## src/bst_pkg.sv

```systemverilog
`default_nettype none
package bst_pkg;

  localparam int CMD_W = 2;
  localparam int KIND_W = 3;
  localparam int LEN_W = 5;
  localparam int POS_W = 5;
  localparam int TEMP_W = 24;
  localparam int START_W = 24;
  localparam int CONV_W = 16;
  localparam int CFG_IDX_W = 2;
  localparam int CFG_DATA_W = 24;
  localparam int CAL_W = 16;

  localparam int CAL_BYTES = 22;

  // event codes
  localparam logic [CMD_W-1:0] CMD_TICK = 2'd0;
  localparam logic [CMD_W-1:0] CMD_WDONE = 2'd1;
  localparam logic [CMD_W-1:0] CMD_BYTE = 2'd2;
  localparam logic [CMD_W-1:0] CMD_NONE = 2'd3;

  // result kinds
  localparam logic [KIND_W-1:0] KIND_WRITE = 3'd0;
  localparam logic [KIND_W-1:0] KIND_READ = 3'd1;
  localparam logic [KIND_W-1:0] KIND_TEMP = 3'd2;
  localparam logic [KIND_W-1:0] KIND_ID_ERR = 3'd3;
  localparam logic [KIND_W-1:0] KIND_DIV_ERR = 3'd4;

  // register indexes
  localparam logic [CFG_IDX_W-1:0] CFG_START_WAIT = 2'd0;
  localparam logic [CFG_IDX_W-1:0] CFG_CONV_WAIT = 2'd1;

  localparam logic [START_W-1:0] START_WAIT_RST = 24'd2000;
  localparam logic [CONV_W-1:0] CONV_WAIT_RST = 16'd5;

  // bus constants
  localparam logic [7:0] ADDR_WRITE = 8'hee;
  localparam logic [7:0] ADDR_READ = 8'hef;
  localparam logic [7:0] REG_ID = 8'hd0;
  localparam logic [7:0] REG_CAL = 8'haa;
  localparam logic [7:0] REG_CTRL = 8'hf4;
  localparam logic [7:0] REG_RESULT = 8'hf6;
  localparam logic [7:0] CONV_TEMP = 8'h2e;
  localparam logic [7:0] ID_VALUE = 8'h55;

  // calibration word positions (byte pairs)
  localparam logic [POS_W-1:0] POS_AC5 = 5'd8;
  localparam logic [POS_W-1:0] POS_AC6 = 5'd10;
  localparam logic [POS_W-1:0] POS_MC = 5'd18;
  localparam logic [POS_W-1:0] POS_MD = 5'd20;

  typedef struct packed {
    logic store_raw;
    logic store_cal;
    logic [POS_W-1:0] pos;
    logic start;
  } bst_cmd_t;

  typedef struct packed {
    logic done;
    logic div_zero;
    logic signed [TEMP_W-1:0] temp;
    logic [7:0] raw_high;
  } bst_stat_t;

endpackage
`default_nettype wire

```

## src/bst_in_if.sv

```systemverilog
`default_nettype none
interface bst_in_if import bst_pkg::*; ();
  logic valid;
  logic ready;
  logic [CMD_W-1:0] cmd;
  logic [7:0] rx_byte;
  logic rx_last;

  modport source (output valid, cmd, rx_byte, rx_last, input ready);
  modport sink (input valid, cmd, rx_byte, rx_last, output ready);
endinterface
`default_nettype wire

```

## src/bst_out_if.sv

```systemverilog
`default_nettype none
interface bst_out_if import bst_pkg::*; ();
  logic valid;
  logic ready;
  logic [KIND_W-1:0] kind;
  logic [7:0] bus_addr;
  logic [LEN_W-1:0] xfer_length;
  logic [7:0] write_first;
  logic [7:0] write_second;
  logic signed [TEMP_W-1:0] temp_tenths;
  logic [7:0] sample_index;

  modport source (output valid, kind, bus_addr, xfer_length, write_first, write_second,
                  temp_tenths, sample_index, input ready);
  modport sink (input valid, kind, bus_addr, xfer_length, write_first, write_second,
                temp_tenths, sample_index, output ready);
endinterface
`default_nettype wire

```

## src/bst_cfg_if.sv

```systemverilog
`default_nettype none
interface bst_cfg_if import bst_pkg::*; ();
  logic valid;
  logic ready;
  logic [CFG_IDX_W-1:0] index;
  logic [CFG_DATA_W-1:0] data;

  modport source (output valid, index, data, input ready);
  modport sink (input valid, index, data, output ready);
endinterface
`default_nettype wire

```

## src/baro_sensor_temp_sequencer.sv

```systemverilog
// barometric sensor temperature sequencer
// evt: one event item per handshake (tick, bus write done, received byte
//   with a last flag); the block answers by issuing bus write and read
//   requests on res, and finally a compensated temperature in tenths
// res: one result item per handshake, held in an output register; every
//   field without meaning for the item's kind is zero
// cfg: register writes (0 start wait ticks, 1 conversion wait ticks),
//   always ready; user writes only while the block is quiet, not enforced
// an event that causes a request shows it on res in the next cycle;
//   ordinary events are taken one per cycle while the output is free
// the last raw byte starts the compensation: one multiply, then a
//   restoring divider giving one quotient bit per cycle, then the
//   temperature item; no events are taken meanwhile
// reset (synchronous, rst high) returns to idle with the tick count,
//   bus state and sample counter cleared and both registers at defaults
// if the receiver stalls, the result stays put and evt.ready drops until
//   the output register is free; an id mismatch halts until reset
`default_nettype none
module baro_sensor_temp_sequencer import bst_pkg::*; (
  input logic clk,
  input logic rst,
  bst_in_if.sink evt,
  bst_out_if.source res,
  bst_cfg_if.sink cfg
);

  bst_cmd_t dcmd;
  bst_stat_t stat;

  // sequencing, bus requests, timing and output register
  bst_ctrl u_ctrl (
    .clk(clk),
    .rst(rst),
    .evt_valid(evt.valid),
    .evt_ready(evt.ready),
    .evt_cmd(evt.cmd),
    .evt_rx_byte(evt.rx_byte),
    .evt_rx_last(evt.rx_last),
    .cfg_valid(cfg.valid),
    .cfg_ready(cfg.ready),
    .cfg_index(cfg.index),
    .cfg_data(cfg.data),
    .res_valid(res.valid),
    .res_ready(res.ready),
    .res_kind(res.kind),
    .res_bus_addr(res.bus_addr),
    .res_xfer_length(res.xfer_length),
    .res_write_first(res.write_first),
    .res_write_second(res.write_second),
    .res_temp_tenths(res.temp_tenths),
    .res_sample_index(res.sample_index),
    .stat(stat),
    .dcmd(dcmd)
  );

  // calibration store and the compensation arithmetic
  bst_dp u_dp (
    .clk(clk),
    .rst(rst),
    .rx_byte(evt.rx_byte),
    .dcmd(dcmd),
    .stat(stat)
  );

endmodule
`default_nettype wire

```

## src/bst_ctrl.sv

```systemverilog
`default_nettype none
module bst_ctrl import bst_pkg::*; (
  input  logic clk,
  input  logic rst,
  input  logic evt_valid,
  output logic evt_ready,
  input  logic [CMD_W-1:0] evt_cmd,
  input  logic [7:0] evt_rx_byte,
  input  logic evt_rx_last,
  input  logic cfg_valid,
  output logic cfg_ready,
  input  logic [CFG_IDX_W-1:0] cfg_index,
  input  logic [CFG_DATA_W-1:0] cfg_data,
  output logic res_valid,
  input  logic res_ready,
  output logic [KIND_W-1:0] res_kind,
  output logic [7:0] res_bus_addr,
  output logic [LEN_W-1:0] res_xfer_length,
  output logic [7:0] res_write_first,
  output logic [7:0] res_write_second,
  output logic signed [TEMP_W-1:0] res_temp_tenths,
  output logic [7:0] res_sample_index,
  input  bst_stat_t stat,
  output bst_cmd_t dcmd
);

  typedef enum logic [3:0] {
    PH_IDLE, PH_ASK_ID, PH_RCV_ID, PH_ASK_CAL, PH_RCV_CAL,
    PH_ASK_TEMP, PH_ASK_TEMP2, PH_RCV_TEMP, PH_CALC, PH_HALT
  } phase_t;

  localparam logic [START_W-1:0] ELAPSED_MAX = {START_W{1'b1}};
  localparam logic [POS_W-1:0] POS_MAX = {POS_W{1'b1}};

  phase_t phase, phase_next;
  logic [START_W-1:0] elapsed, elapsed_next;
  logic bus_busy, busy_next;
  logic [POS_W-1:0] byte_pos, pos_next;
  logic [7:0] result_count, count_next;
  logic [START_W-1:0] start_wait;
  logic [CONV_W-1:0] conv_wait;

  logic out_free, evt_fire, load;
  logic wait_write, wait_read;
  logic [7:0] id_byte;
  logic [KIND_W-1:0] o_kind;
  logic [7:0] o_addr, o_w1, o_w2, o_idx;
  logic [LEN_W-1:0] o_len;
  logic signed [TEMP_W-1:0] o_temp;

  assign out_free = !res_valid || res_ready;
  assign evt_ready = (phase != PH_CALC) && out_free;
  assign evt_fire = evt_valid && evt_ready;
  assign cfg_ready = 1'b1;

  assign wait_write = (phase == PH_ASK_ID) || (phase == PH_ASK_CAL) ||
                      (phase == PH_ASK_TEMP) || (phase == PH_ASK_TEMP2);
  assign wait_read = (phase == PH_RCV_ID) || (phase == PH_RCV_CAL) || (phase == PH_RCV_TEMP);

  always_comb begin
    phase_next = phase;
    elapsed_next = elapsed;
    busy_next = bus_busy;
    pos_next = byte_pos;
    count_next = result_count;
    load = 1'b0;
    o_kind = KIND_WRITE;
    o_addr = 8'd0;
    o_len = '0;
    o_w1 = 8'd0;
    o_w2 = 8'd0;
    o_temp = '0;
    o_idx = 8'd0;
    dcmd = '0;
    dcmd.pos = byte_pos;
    id_byte = stat.raw_high;

    if (evt_fire && evt_cmd != CMD_NONE && phase != PH_HALT) begin
      case (evt_cmd)
        CMD_TICK: begin
          if (elapsed != ELAPSED_MAX) elapsed_next = elapsed + 1'b1;
        end
        CMD_WDONE: begin
          if (wait_write) busy_next = 1'b0;
        end
        default: begin
          if (wait_read && bus_busy) begin
            dcmd.store_raw = (phase != PH_RCV_CAL);
            dcmd.store_cal = (phase == PH_RCV_CAL);
            if (byte_pos != POS_MAX) pos_next = byte_pos + 1'b1;
            if (evt_rx_last) busy_next = 1'b0;
          end
        end
      endcase
      if (dcmd.store_raw && byte_pos == '0) id_byte = evt_rx_byte;

      if (!busy_next) begin
        case (phase)
          PH_IDLE: begin
            if (elapsed_next > start_wait) begin
              load = 1'b1; o_addr = ADDR_WRITE; o_len = LEN_W'(1); o_w1 = REG_ID;
              busy_next = 1'b1; phase_next = PH_ASK_ID;
            end
          end
          PH_ASK_ID: begin
            load = 1'b1; o_kind = KIND_READ; o_addr = ADDR_READ; o_len = LEN_W'(1);
            busy_next = 1'b1; pos_next = '0; phase_next = PH_RCV_ID;
          end
          PH_RCV_ID: begin
            load = 1'b1;
            if (id_byte != ID_VALUE) begin
              o_kind = KIND_ID_ERR;
              phase_next = PH_HALT;
            end else begin
              o_addr = ADDR_WRITE; o_len = LEN_W'(1); o_w1 = REG_CAL;
              busy_next = 1'b1; phase_next = PH_ASK_CAL;
            end
          end
          PH_ASK_CAL: begin
            load = 1'b1; o_kind = KIND_READ; o_addr = ADDR_READ; o_len = LEN_W'(CAL_BYTES);
            busy_next = 1'b1; pos_next = '0; phase_next = PH_RCV_CAL;
          end
          PH_RCV_CAL: begin
            elapsed_next = '0;
            load = 1'b1; o_addr = ADDR_WRITE; o_len = LEN_W'(2); o_w1 = REG_CTRL;
            o_w2 = CONV_TEMP; busy_next = 1'b1; phase_next = PH_ASK_TEMP;
          end
          PH_ASK_TEMP: begin
            if (elapsed_next > {{(START_W-CONV_W){1'b0}}, conv_wait}) begin
              load = 1'b1; o_addr = ADDR_WRITE; o_len = LEN_W'(1); o_w1 = REG_RESULT;
              busy_next = 1'b1; phase_next = PH_ASK_TEMP2;
            end
          end
          PH_ASK_TEMP2: begin
            load = 1'b1; o_kind = KIND_READ; o_addr = ADDR_READ; o_len = LEN_W'(2);
            busy_next = 1'b1; pos_next = '0; phase_next = PH_RCV_TEMP;
          end
          PH_RCV_TEMP: begin
            dcmd.start = 1'b1;
            elapsed_next = '0;
            phase_next = PH_CALC;
          end
          default: ;
        endcase
      end
    end else if (phase == PH_CALC && stat.done && out_free) begin
      load = 1'b1;
      phase_next = PH_IDLE;
      if (stat.div_zero) begin
        o_kind = KIND_DIV_ERR;
      end else begin
        o_kind = KIND_TEMP;
        o_temp = stat.temp;
        o_idx = result_count;
        count_next = result_count + 1'b1;
      end
    end
  end

  always_ff @(posedge clk) begin
    if (rst) begin
      phase <= PH_IDLE;
      elapsed <= '0;
      bus_busy <= 1'b0;
      byte_pos <= '0;
      result_count <= 8'd0;
      start_wait <= START_WAIT_RST;
      conv_wait <= CONV_WAIT_RST;
      res_valid <= 1'b0;
    end else begin
      phase <= phase_next;
      elapsed <= elapsed_next;
      bus_busy <= busy_next;
      byte_pos <= pos_next;
      result_count <= count_next;
      if (cfg_valid && cfg_index == CFG_START_WAIT) start_wait <= cfg_data[START_W-1:0];
      if (cfg_valid && cfg_index == CFG_CONV_WAIT) conv_wait <= cfg_data[CONV_W-1:0];
      if (load) begin
        res_valid <= 1'b1;
        res_kind <= o_kind;
        res_bus_addr <= o_addr;
        res_xfer_length <= o_len;
        res_write_first <= o_w1;
        res_write_second <= o_w2;
        res_temp_tenths <= o_temp;
        res_sample_index <= o_idx;
      end else if (res_ready) begin
        res_valid <= 1'b0;
      end
    end
  end

endmodule
`default_nettype wire

```

## src/bst_dp.sv

```systemverilog
`default_nettype none
module bst_dp import bst_pkg::*; (
  input  logic clk,
  input  logic rst,
  input  logic [7:0] rx_byte,
  input  bst_cmd_t dcmd,
  output bst_stat_t stat
);

  localparam int DIFF_W = 17;
  localparam int PROD_W = 34;
  localparam int X1_W = 19;
  localparam int NUM_W = 27;
  localparam int B5_W = 28;
  localparam int T_W = 29;
  localparam int DIV_STEPS = NUM_W;
  localparam int CNT_W = $clog2(DIV_STEPS);

  typedef enum logic [2:0] {DP_IDLE, DP_MUL, DP_X1, DP_DIV, DP_FIN, DP_DONE} dp_state_t;

  dp_state_t state;
  logic [CAL_W-1:0] cal_ac5, cal_ac6, cal_mc, cal_md;
  logic [7:0] raw_high;
  logic signed [DIFF_W-1:0] diff;
  logic signed [PROD_W-1:0] prod;
  logic signed [X1_W-1:0] x1;
  logic [NUM_W-1:0] quo;
  logic [X1_W-1:0] dvs, rem;
  logic q_neg, div_zero;
  logic [CNT_W-1:0] cnt;
  logic signed [TEMP_W-1:0] temp;

  logic [7:0] ut_high;
  logic signed [PROD_W-1:0] prod_adj;
  logic signed [X1_W-1:0] x1_c, den_c;
  logic signed [NUM_W-1:0] num_c;
  logic [X1_W+1:0] sub;
  logic signed [B5_W-1:0] qs, b5;
  logic signed [T_W-1:0] t8, tq;

  assign ut_high = (dcmd.store_raw && dcmd.pos == '0) ? rx_byte : raw_high;

  // truncate toward zero on the scale by 2^15
  assign prod_adj = prod + (prod[PROD_W-1] ? PROD_W'(32767) : PROD_W'(0));
  assign x1_c = X1_W'(prod_adj >>> 15);
  assign den_c = x1_c + X1_W'($signed(cal_md));
  assign num_c = {cal_mc, 11'd0};

  assign sub = {1'b0, rem, quo[NUM_W-1]} - {2'b00, dvs};

  assign qs = q_neg ? -$signed({1'b0, quo}) : $signed({1'b0, quo});
  assign b5 = B5_W'(x1) + qs;
  assign t8 = T_W'(b5) + T_W'(8);
  assign tq = (t8 + (t8[T_W-1] ? T_W'(15) : T_W'(0))) >>> 4;

  assign stat.done = (state == DP_DONE);
  assign stat.div_zero = div_zero;
  assign stat.temp = temp;
  assign stat.raw_high = raw_high;

  always_ff @(posedge clk) begin
    if (dcmd.store_raw && dcmd.pos == '0) raw_high <= rx_byte;
    if (dcmd.store_cal) begin
      if (dcmd.pos[4:1] == POS_AC5[4:1]) begin
        if (dcmd.pos[0]) cal_ac5[7:0] <= rx_byte; else cal_ac5[15:8] <= rx_byte;
      end
      if (dcmd.pos[4:1] == POS_AC6[4:1]) begin
        if (dcmd.pos[0]) cal_ac6[7:0] <= rx_byte; else cal_ac6[15:8] <= rx_byte;
      end
      if (dcmd.pos[4:1] == POS_MC[4:1]) begin
        if (dcmd.pos[0]) cal_mc[7:0] <= rx_byte; else cal_mc[15:8] <= rx_byte;
      end
      if (dcmd.pos[4:1] == POS_MD[4:1]) begin
        if (dcmd.pos[0]) cal_md[7:0] <= rx_byte; else cal_md[15:8] <= rx_byte;
      end
    end
  end

  always_ff @(posedge clk) begin
    if (rst) begin
      state <= DP_IDLE;
    end else begin
      case (state)
        DP_MUL: begin
          prod <= diff * $signed({1'b0, cal_ac5});
          state <= DP_X1;
        end
        DP_X1: begin
          x1 <= x1_c;
          div_zero <= (den_c == '0);
          q_neg <= num_c[NUM_W-1] ^ den_c[X1_W-1];
          quo <= num_c[NUM_W-1] ? NUM_W'(-num_c) : NUM_W'(num_c);
          dvs <= den_c[X1_W-1] ? X1_W'(-den_c) : X1_W'(den_c);
          rem <= '0;
          cnt <= '0;
          state <= (den_c == '0) ? DP_DONE : DP_DIV;
        end
        DP_DIV: begin
          if (!sub[X1_W+1]) begin
            rem <= sub[X1_W-1:0];
            quo <= {quo[NUM_W-2:0], 1'b1};
          end else begin
            rem <= {rem[X1_W-2:0], quo[NUM_W-1]};
            quo <= {quo[NUM_W-2:0], 1'b0};
          end
          cnt <= cnt + 1'b1;
          if (cnt == CNT_W'(DIV_STEPS - 1)) state <= DP_FIN;
        end
        DP_FIN: begin
          if (tq > T_W'(8388607)) temp <= 24'sh7fffff;
          else if (tq < -T_W'(8388608)) temp <= 24'sh800000;
          else temp <= tq[TEMP_W-1:0];
          state <= DP_DONE;
        end
        default: ;
      endcase
      if (dcmd.start) begin
        diff <= $signed({1'b0, ut_high, rx_byte}) - $signed({1'b0, cal_ac6});
        state <= DP_MUL;
      end
    end
  end

endmodule
`default_nettype wire

```

## src/flat_wrapper.sv

```systemverilog
// flat-port wrapper written by rule: the top's interface ports become plain ports
module baro_sensor_temp_sequencer_flat import bst_pkg::*;
  (clk, rst, evt_valid, evt_cmd, evt_rx_byte, evt_rx_last, evt_ready, res_valid, res_kind, res_bus_addr, res_xfer_length, res_write_first, res_write_second, res_temp_tenths, res_sample_index, res_ready, cfg_valid, cfg_index, cfg_data, cfg_ready);
  bst_in_if evt_i ();
  bst_out_if res_i ();
  bst_cfg_if cfg_i ();
  input logic clk;
  input logic rst;
  input wire logic [$bits(evt_i.valid)-1:0] evt_valid;
  input wire logic [$bits(evt_i.cmd)-1:0] evt_cmd;
  input wire logic [$bits(evt_i.rx_byte)-1:0] evt_rx_byte;
  input wire logic [$bits(evt_i.rx_last)-1:0] evt_rx_last;
  output wire logic [$bits(evt_i.ready)-1:0] evt_ready;
  output wire logic [$bits(res_i.valid)-1:0] res_valid;
  output wire logic [$bits(res_i.kind)-1:0] res_kind;
  output wire logic [$bits(res_i.bus_addr)-1:0] res_bus_addr;
  output wire logic [$bits(res_i.xfer_length)-1:0] res_xfer_length;
  output wire logic [$bits(res_i.write_first)-1:0] res_write_first;
  output wire logic [$bits(res_i.write_second)-1:0] res_write_second;
  output wire logic [$bits(res_i.temp_tenths)-1:0] res_temp_tenths;
  output wire logic [$bits(res_i.sample_index)-1:0] res_sample_index;
  input wire logic [$bits(res_i.ready)-1:0] res_ready;
  input wire logic [$bits(cfg_i.valid)-1:0] cfg_valid;
  input wire logic [$bits(cfg_i.index)-1:0] cfg_index;
  input wire logic [$bits(cfg_i.data)-1:0] cfg_data;
  output wire logic [$bits(cfg_i.ready)-1:0] cfg_ready;
  assign evt_i.valid = evt_valid;
  assign evt_i.cmd = evt_cmd;
  assign evt_i.rx_byte = evt_rx_byte;
  assign evt_i.rx_last = evt_rx_last;
  assign evt_ready = evt_i.ready;
  assign res_valid = res_i.valid;
  assign res_kind = res_i.kind;
  assign res_bus_addr = res_i.bus_addr;
  assign res_xfer_length = res_i.xfer_length;
  assign res_write_first = res_i.write_first;
  assign res_write_second = res_i.write_second;
  assign res_temp_tenths = res_i.temp_tenths;
  assign res_sample_index = res_i.sample_index;
  assign res_i.ready = res_ready;
  assign cfg_i.valid = cfg_valid;
  assign cfg_i.index = cfg_index;
  assign cfg_i.data = cfg_data;
  assign cfg_ready = cfg_i.ready;
  baro_sensor_temp_sequencer u_core (.clk(clk), .rst(rst), .evt(evt_i), .res(res_i), .cfg(cfg_i));
endmodule
```

## config.mk

```make
export PLATFORM = sky130hd
export DESIGN_NAME = baro_sensor_temp_sequencer_flat
export DESIGN_NICKNAME = d
export VERILOG_FILES = /design/src/bst_pkg.sv /design/src/bst_in_if.sv /design/src/bst_out_if.sv /design/src/bst_cfg_if.sv /design/src/baro_sensor_temp_sequencer.sv /design/src/bst_ctrl.sv /design/src/bst_dp.sv /design/src/flat_wrapper.sv
export SDC_FILE = /design/constraint.sdc
export NUM_CORES = 2
export LEC_CHECK = 0
export BUFFER_PORTS_ARGS = -buffer_cell sky130_fd_sc_hd__buf_2
export CORE_MARGIN = 8
export CORE_UTILIZATION = 35
export DETAILED_ROUTE_END_ITERATION = 10
export GPL_ROUTABILITY_DRIVEN = 0
export MAX_ROUTING_LAYER = met4
export PLACE_DENSITY = 0.61
export SETUP_SLACK_MARGIN = 0.4
export SYNTH_ARGS = -nofsm -noshare
export SYNTH_HDL_FRONTEND = slang
export SYNTH_HIERARCHICAL = 1
export SYNTH_SLANG_ARGS = --single-unit
```

## constraint.sdc

```tcl
create_clock -name clk -period 9 [get_ports clk]
set_input_delay 1.35 -clock clk [delete_from_list [all_inputs] [get_ports clk]]
set_output_delay 1.35 -clock clk [all_outputs]
set_load 0.01 [all_outputs]
```

# After elaboration in Yosys (flattened, before gate mapping)
# Cells that the tools add are included.
[totals] reg_bits=388 input_bits=42 out_inout_bits=67
[classes] bitwise=6 order_cmp=4 mux=77 add_sub_neg=14 mul=1 n_eq_ne=33 n_reduce_logical=55
[op_table] op="$mux 24" n=6
[op_table] op="$mux 8" n=9
[op_table] op="$pmux 27 s2" n=1
[op_table] op="$pmux 8 s5" n=1
[op_table] op="$pmux 19 s2" n=1
[op_table] op="$add 34x16->34" n=1
[op_table] op="$mul 17x17->34" n=1
[op_table] op="$pmux 4 s8" n=1
[op_table] op="$pmux 8 s4" n=1
[op_table] op="$pmux 5 s6" n=1
[op_table] op="$add 28x5->29 const B" n=1
[op_table] op="$add 29x5->29" n=1
[op_table] op="$add 19x28->28" n=1
[op_table] op="$mux 28" n=1
[op_table] op="$mux 4" n=7
[op_table] op="$neg 27->28" n=1
[op_table] op="$mux 27" n=1
[op_table] op="$neg 27->27" n=1
[op_table] op="$reduce_and 3->1" n=9
[op_table] op="$gt 25x24->1 const B" n=1
[op_table] op="$lt 25x24->1 const B" n=1
[op_table] op="$mux 5" n=5
[op_table] op="$add 24x1->24 const B" n=1
[op_table] op="$eq 4x3->1 const B" n=6
[op_table] op="other kinds (56)" n=130

# Longest topological paths before layout
[logic_depth] depth_word=15 mapped_depth=27

# Modules after synthesis
# Netlist, hierarchy kept.
[by_module_without_submodules] mod="bst_dp" area_per_inst_um2=26407.8 seq_area_each_um2=7126.8 cells_per_inst=2735 n_inst=1
[by_module_without_submodules] mod="bst_ctrl" area_per_inst_um2=7285.7 seq_area_each_um2=3072.9 cells_per_inst=822 n_inst=1

# Worst setup path before layout
# Ideal clock, no wire load.
[synth_path] path_kind="in2reg" start="input port evt_cmd[1]" end="register u_core.u_ctrl.res_bus_addr[0], enable pin" path_stages=13 setup_time_ns=0.529 required_time_ns=8.471 setup_slack_ns=0.771 arrival_ns=7.700 n_path_buf=0 cell_sequence="or2_0 or3_1 a2111oi_4 nand2_1 xnor2_1 ha_1 nand4_1 nor4_1 o211ai_1 nand3_1 and4_1 nor2_1 a221oi_1"
[synth_via] elab_chain_cells=9
[synth_rtl] item="start: declaration" line="flat_wrapper.sv:10" rtl="input wire logic [$bits(evt_i.cmd)-1:0] evt_cmd;"
[synth_rtl] item="$logic_not 2->1" line="bst_ctrl.sv:79" rtl="case (evt_cmd)"
[synth_rtl] item="$mux 24" line="bst_ctrl.sv:79"
[synth_rtl] item="$mux 24" line="bst_ctrl.sv:78" rtl="if (evt_fire && evt_cmd != CMD_NONE && phase != PH_HALT) begin"
[synth_rtl] item="$gt 24x16->1 / $gt 24x24->1 (equally long branches)" line="bst_ctrl.sv:129, bst_ctrl.sv:100"
[synth_rtl] item="$mux 1 (on tied branches)" line="bst_ctrl.sv:129, bst_ctrl.sv:100"
[synth_rtl] item="$pmux 1 s3" line="bst_ctrl.sv:98" rtl="case (phase)"
[synth_rtl] item="$mux 1" line="bst_ctrl.sv:97" rtl="if (!busy_next) begin"
[synth_rtl] item="$mux 1 *" line="bst_ctrl.sv:78"
[synth_rtl] item="$reduce_and 2->1 (no line) *"
[synth_rtl] item="end signal: assignment" line="bst_ctrl.sv:181" rtl="res_bus_addr <= o_addr;"
[synth_rtl] item="end: declaration" line="bst_ctrl.sv:17" rtl="output logic [7:0] res_bus_addr,"
# Mark *: on every way between the ends. The rest lies on a longest branch, timed or not. The select of a mux whose other input is x is not followed.
# A chain may end at the register's enable or synchronous reset.

# Worst setup path in the final report
[layout_path] start="register u_core.u_dp.diff[6]" end="register u_core.u_dp.prod[32] (data pin)"
[layout_via] elab_chain_cells=1
[layout_rtl] item="start: declaration" line="bst_dp.sv:24" rtl="logic signed [DIFF_W-1:0] diff;"
[layout_rtl] item="start signal: assignment" line="bst_dp.sv:118" rtl="diff <= $signed({1'b0, ut_high, rx_byte}) - $signed({1'b0, cal_ac6});"
[layout_rtl] item="$mul 17x17->34" line="bst_dp.sv:85" rtl="prod <= diff * $signed({1'b0, cal_ac5});"
[layout_rtl] item="end signal: assignment" line="bst_dp.sv:85"
[layout_rtl] item="end: declaration" line="bst_dp.sv:25" rtl="logic signed [PROD_W-1:0] prod;"
# No other way between the ends.

==> impl_metrics.json <==
{
  "ys_top_cells_by_area": "edfxtp_1 (25%), fa_1 (17%), ha_1 (8.6%)",
  "avgSynthCellArea_um2": 9.472,
  "cpPeakStageDelay_ns": 0.79,
  "numCtsBuffers": 43,
  "r2r_cells": 23,
  "die_area_mm2": 0.1065,
  "slew_viol_final": 0,
  "worstHoldPathType": "flip-flop to flip-flop",
  "critical_path_class": "flip-flop to flip-flop",
  "ys_seq_area_share_pct": 30.27,
  "final.setup.tns_ns": 0,
  "wl_met3_um": 4289,
  "required_ns": 9.32,
  "nets": 4136,
  "clockBufferDepth": 3,
  "synthToLayoutAreaGrowth_pct": 9.217,
  "netlist_instances": 3557,
  "cts_hold_buf": 0,
  "crit_top_cell": "fa_1",
  "finalClockSkew_ns": 0.02100,
  "grt_usage_pct": 15.67,
  "synth_top_area_cell": "edfxtp_1",
  "cts_tree": "built",
  "drive_gt1_share_pct": 7.944,
  "synth-edff-count": 277,
  "clkTransAtPathRegs_ns": 0.06,
  "status": "finished, final reports clean",
  "synth_area_mm2": 0.03369,
  "power.leakage_nw": 15.17,
  "core_mm2": 0.09599,
  "synth_most_common_cell": "inv_1",
  "rsz0062_at_grt": "false",
  "power.density_mw_per_mm2": 101.2,
  "crit_fanout": 16,
  "gr-total-overflow": 0,
  "hold-path-endpoint": "u_core/u_ctrl/conv_wait[10]",
  "startpoint_type": "flip-flop",
  "wl_per_cell_um": 16.83,
  "post-route-min-period_ns": 7.070,
  "cts_resized": 0,
  "timing.rr.start": "u_core/u_dp/diff[6]",
  "crit_family": "adder cells",
  "worstHoldPathCells": 2,
  "ir_drop_mv": 0.09158,
  "h-tree-depth": 2,
  "grt_pass1_wl_um": 133000,
  "grt_pass1_vias": 24810,
  "cap_violations": 0,
  "drc": 0,
  "dpl.hpwl_um": 64910,
  "dieWidth_um": 326.3,
  "io_buffers": 100,
  "dpl_worst_slack_ns": 1.955,
  "setup_violations": 0,
  "drtIter0Drc": 1617,
  "reg2reg_setup_slack_ns": 1.93,
  "ios": 109,
  "dr_wl_met2_um": 37960,
  "synth_flop_cell": "edfxtp_1",
  "end_kind": "flip-flop",
  "cts_post_setup_buffers_inserted": 0,
  "timing.fmax_ghz": 0.1414,
  "crit_start": "u_core/u_dp/diff[6]",
  "yosysTopAreaCellShare_pct": 24.69,
  "cts_root_buf": "clkbuf_16",
  "finalCritPeriodShare_pct": 78.55,
  "hold_start": "u_core/u_ctrl/conv_wait[10]",
  "fillers": 9590,
  "r2r-end": "u_core/u_dp/prod[32]",
  "wl_met1_um": 37690,
  "grt_max_degree": 79,
  "highest_layer": "met4",
  "crit_arrival_ns": 7.39,
  "clock_sinks": 371,
  "antenna_found_initial": 7,
  "yosys_warnings": 6,
  "num_rows": 114,
  "synth_top_cells_by_count": "inv_1 (466), nand2_1 (414), fa_1 (283)",
  "routed-via-count": 24880,
  "critPathSlowestCell": "edfxtp_1",
  "worst_pin_slew_ns": 1.152,
  "synthArstFlopShare_pct": 0,
  "yosys.cell_types.count": 113,
  "via_per_inst": 5.080,
  "dr.pass1.iters": 7,
  "crit_path_cell_trace": "nand2_1 -> fa_1 -> inv_1 -> fa_1 -> fa_1 -> fa_1 -> inv_1 -> fa_1 -> inv_1 -> fa_1 -> ha_1 -> and3_1 -> a211oi_1 -> nand2_1 -> a31o_2 -> o21ai_0 -> a31oi_1 -> o2111ai_1 -> a31oi_1 -> nand4_1 -> nand4b_1 -> a21oi_1 -> xnor2_1",
  "start_util_pct": 35.10,
  "antenna_left": 0,
  "die_height_um": 326.3,
  "hold_viol": 0,
  "setup_ws_ns": 1.930,
  "slew_headroom_pct": 22.63,
  "critical_path_buf_inv_count": 3,
  "clk_latency_ns": 0.58,
  "ys_ff_latch": 371,
  "drt_wl_total_um": 82410
}
[worst max-delay path by stage]
stage                                          to  slack [ns]  depth (start not counted)
finish                       u_core/u_dp/prod[32]        1.93                         23
CTS                          u_core/u_dp/prod[30]        1.94                         22
global route                 u_core/u_dp/prod[32]        1.46                         25
detailed placement           u_core/u_dp/prod[32]        1.96                         23
global placement             u_core/u_dp/prod[32]        2.03                         23
floorplan           u_core/u_ctrl/res_bus_addr[0]        0.77                         13
[kinds of logic (layout without fill, tap and decap cells)]
kind of cell | Yosys count | after routing | synth area share (%)
mux | 29 | 29 | 0.9135
other cells | 2 | 16 | 0.02229
flops | 371 | 371 | 30.27
xor+xnor | 204 | 204 | 5.388
buf+inv | 611 | 661 | 7.152
fa+ha+maj | 515 | 515 | 25.43
simple gates | 1216 | 1216 | 18.46
compound gates | 609 | 609 | 12.36
[flip-flops by register name, indices dropped and copies added (netlist names), 4 cells and up]
signal and cells:
u_core/u_ctrl/result_count 8, u_core/u_ctrl/res_sample_index 8, u_core/u_ctrl/res_temp_tenths 24, u_core/u_dp/cal_ac5 16, u_core/u_dp/cnt 5, u_core/u_dp/cal_mc 16
u_core/u_dp/temp 24, u_core/u_dp/raw_high 8, u_core/u_dp/dvs 19, u_core/u_ctrl/res_write_first 6, u_core/u_dp/quo 27, u_core/u_dp/x1 19
u_core/u_ctrl/start_wait 24, u_core/u_dp/rem 19, u_core/u_dp/cal_md 16, u_core/u_ctrl/elapsed 24, u_core/u_dp/cal_ac6 16, u_core/u_dp/prod 34
u_core/u_ctrl/phase 4, u_core/u_ctrl/byte_pos 5, u_core/u_dp/diff 17, u_core/u_ctrl/conv_wait 16
[layer usage]
layer,GRT usage [%],vias to the layer above
li1,-,12170
met1,20.29,12010
met2,24.66,580
met3,2.890,123
met4,5.407,0
met5,-,-
[cell type report]
type	count	area (µm²)	area share (%)
antenna	8	20.02	0.05440
clock buffer	55	1214	3.298
clock inverter	24	210.2	0.5712
inverter	467	1753	4.764
multi-input combinational	2581	21190	57.58
sequential	371	10200	27.72
tap	1276	1597	4.339
timing repair buffer	115	615.6	1.673
[power by group]
| part | internal [W] | switching, W |
|---|---|---|
| clock | 0.00102 | 0.000735 |
| combinational | 0.0000450 | 0.0000871 |
| sequential | 0.00183 | 0.00000617 |
| total | 0.00290 | 0.000828 |
[layout by cell type (no fill, tap or decap), drive strengths merged, types with 24 or more instances in the layout]
master / Yosys / final
nand3: 75 / 75
nor4: 26 / 26
edfxtp: 277 / 277
o31ai: 24 / 24
or3: 28 / 28
a21o: 34 / 34
a211oi: 31 / 31
nand2: 415 / 415
nand2b: 34 / 34
inv: 466 / 468
nor3: 64 / 64
xor2: 70 / 70
nor2: 205 / 205
ha: 232 / 232
and2: 179 / 179
clkbuf: 100 / 55
buf: 44 / 115
o21ai: 123 / 123
xnor2: 132 / 132
fa: 283 / 283
a21oi: 169 / 169
nand4: 42 / 42
dfxtp: 94 / 94
a31oi: 25 / 25
and3: 26 / 26
[metrics by stage]
stage                     hold slack, ns  cells  util, %  power, W  cell area [µm²]
after global routing              0.4749   4893    38.32  0.003869            36790
after CTS                         0.4550   4889    38.31  0.003786            36780
after global placement            0.4436   4810    36.83  0.002007            35360
after detailed placement          0.4463   4810    36.83  0.002009            35360
final                             0.4545   4897    38.33  0.003726            36800
after floorplan                   0.4363   3563        -  0.001957            33720
[worst reg2reg max path, cell delays in order (launching register included)]
cell and delay (ns):
edfxtp_1 0.79, nand2_1 0.18, fa_1 0.56, inv_1 0.05, fa_1 0.56, fa_1 0.45
fa_1 0.49, inv_1 0.05, fa_1 0.52, inv_1 0.05, fa_1 0.49, ha_1 0.39
and3_1 0.24, a211oi_1 0.23, nand2_1 0.10, a31o_2 0.26, o21ai_0 0.21, a31oi_1 0.23
o2111ai_1 0.28, a31oi_1 0.19, nand4_1 0.13, nand4b_1 0.09, a21oi_1 0.18, xnor2_1 0.09
Power figures use the tool's default switching activity.
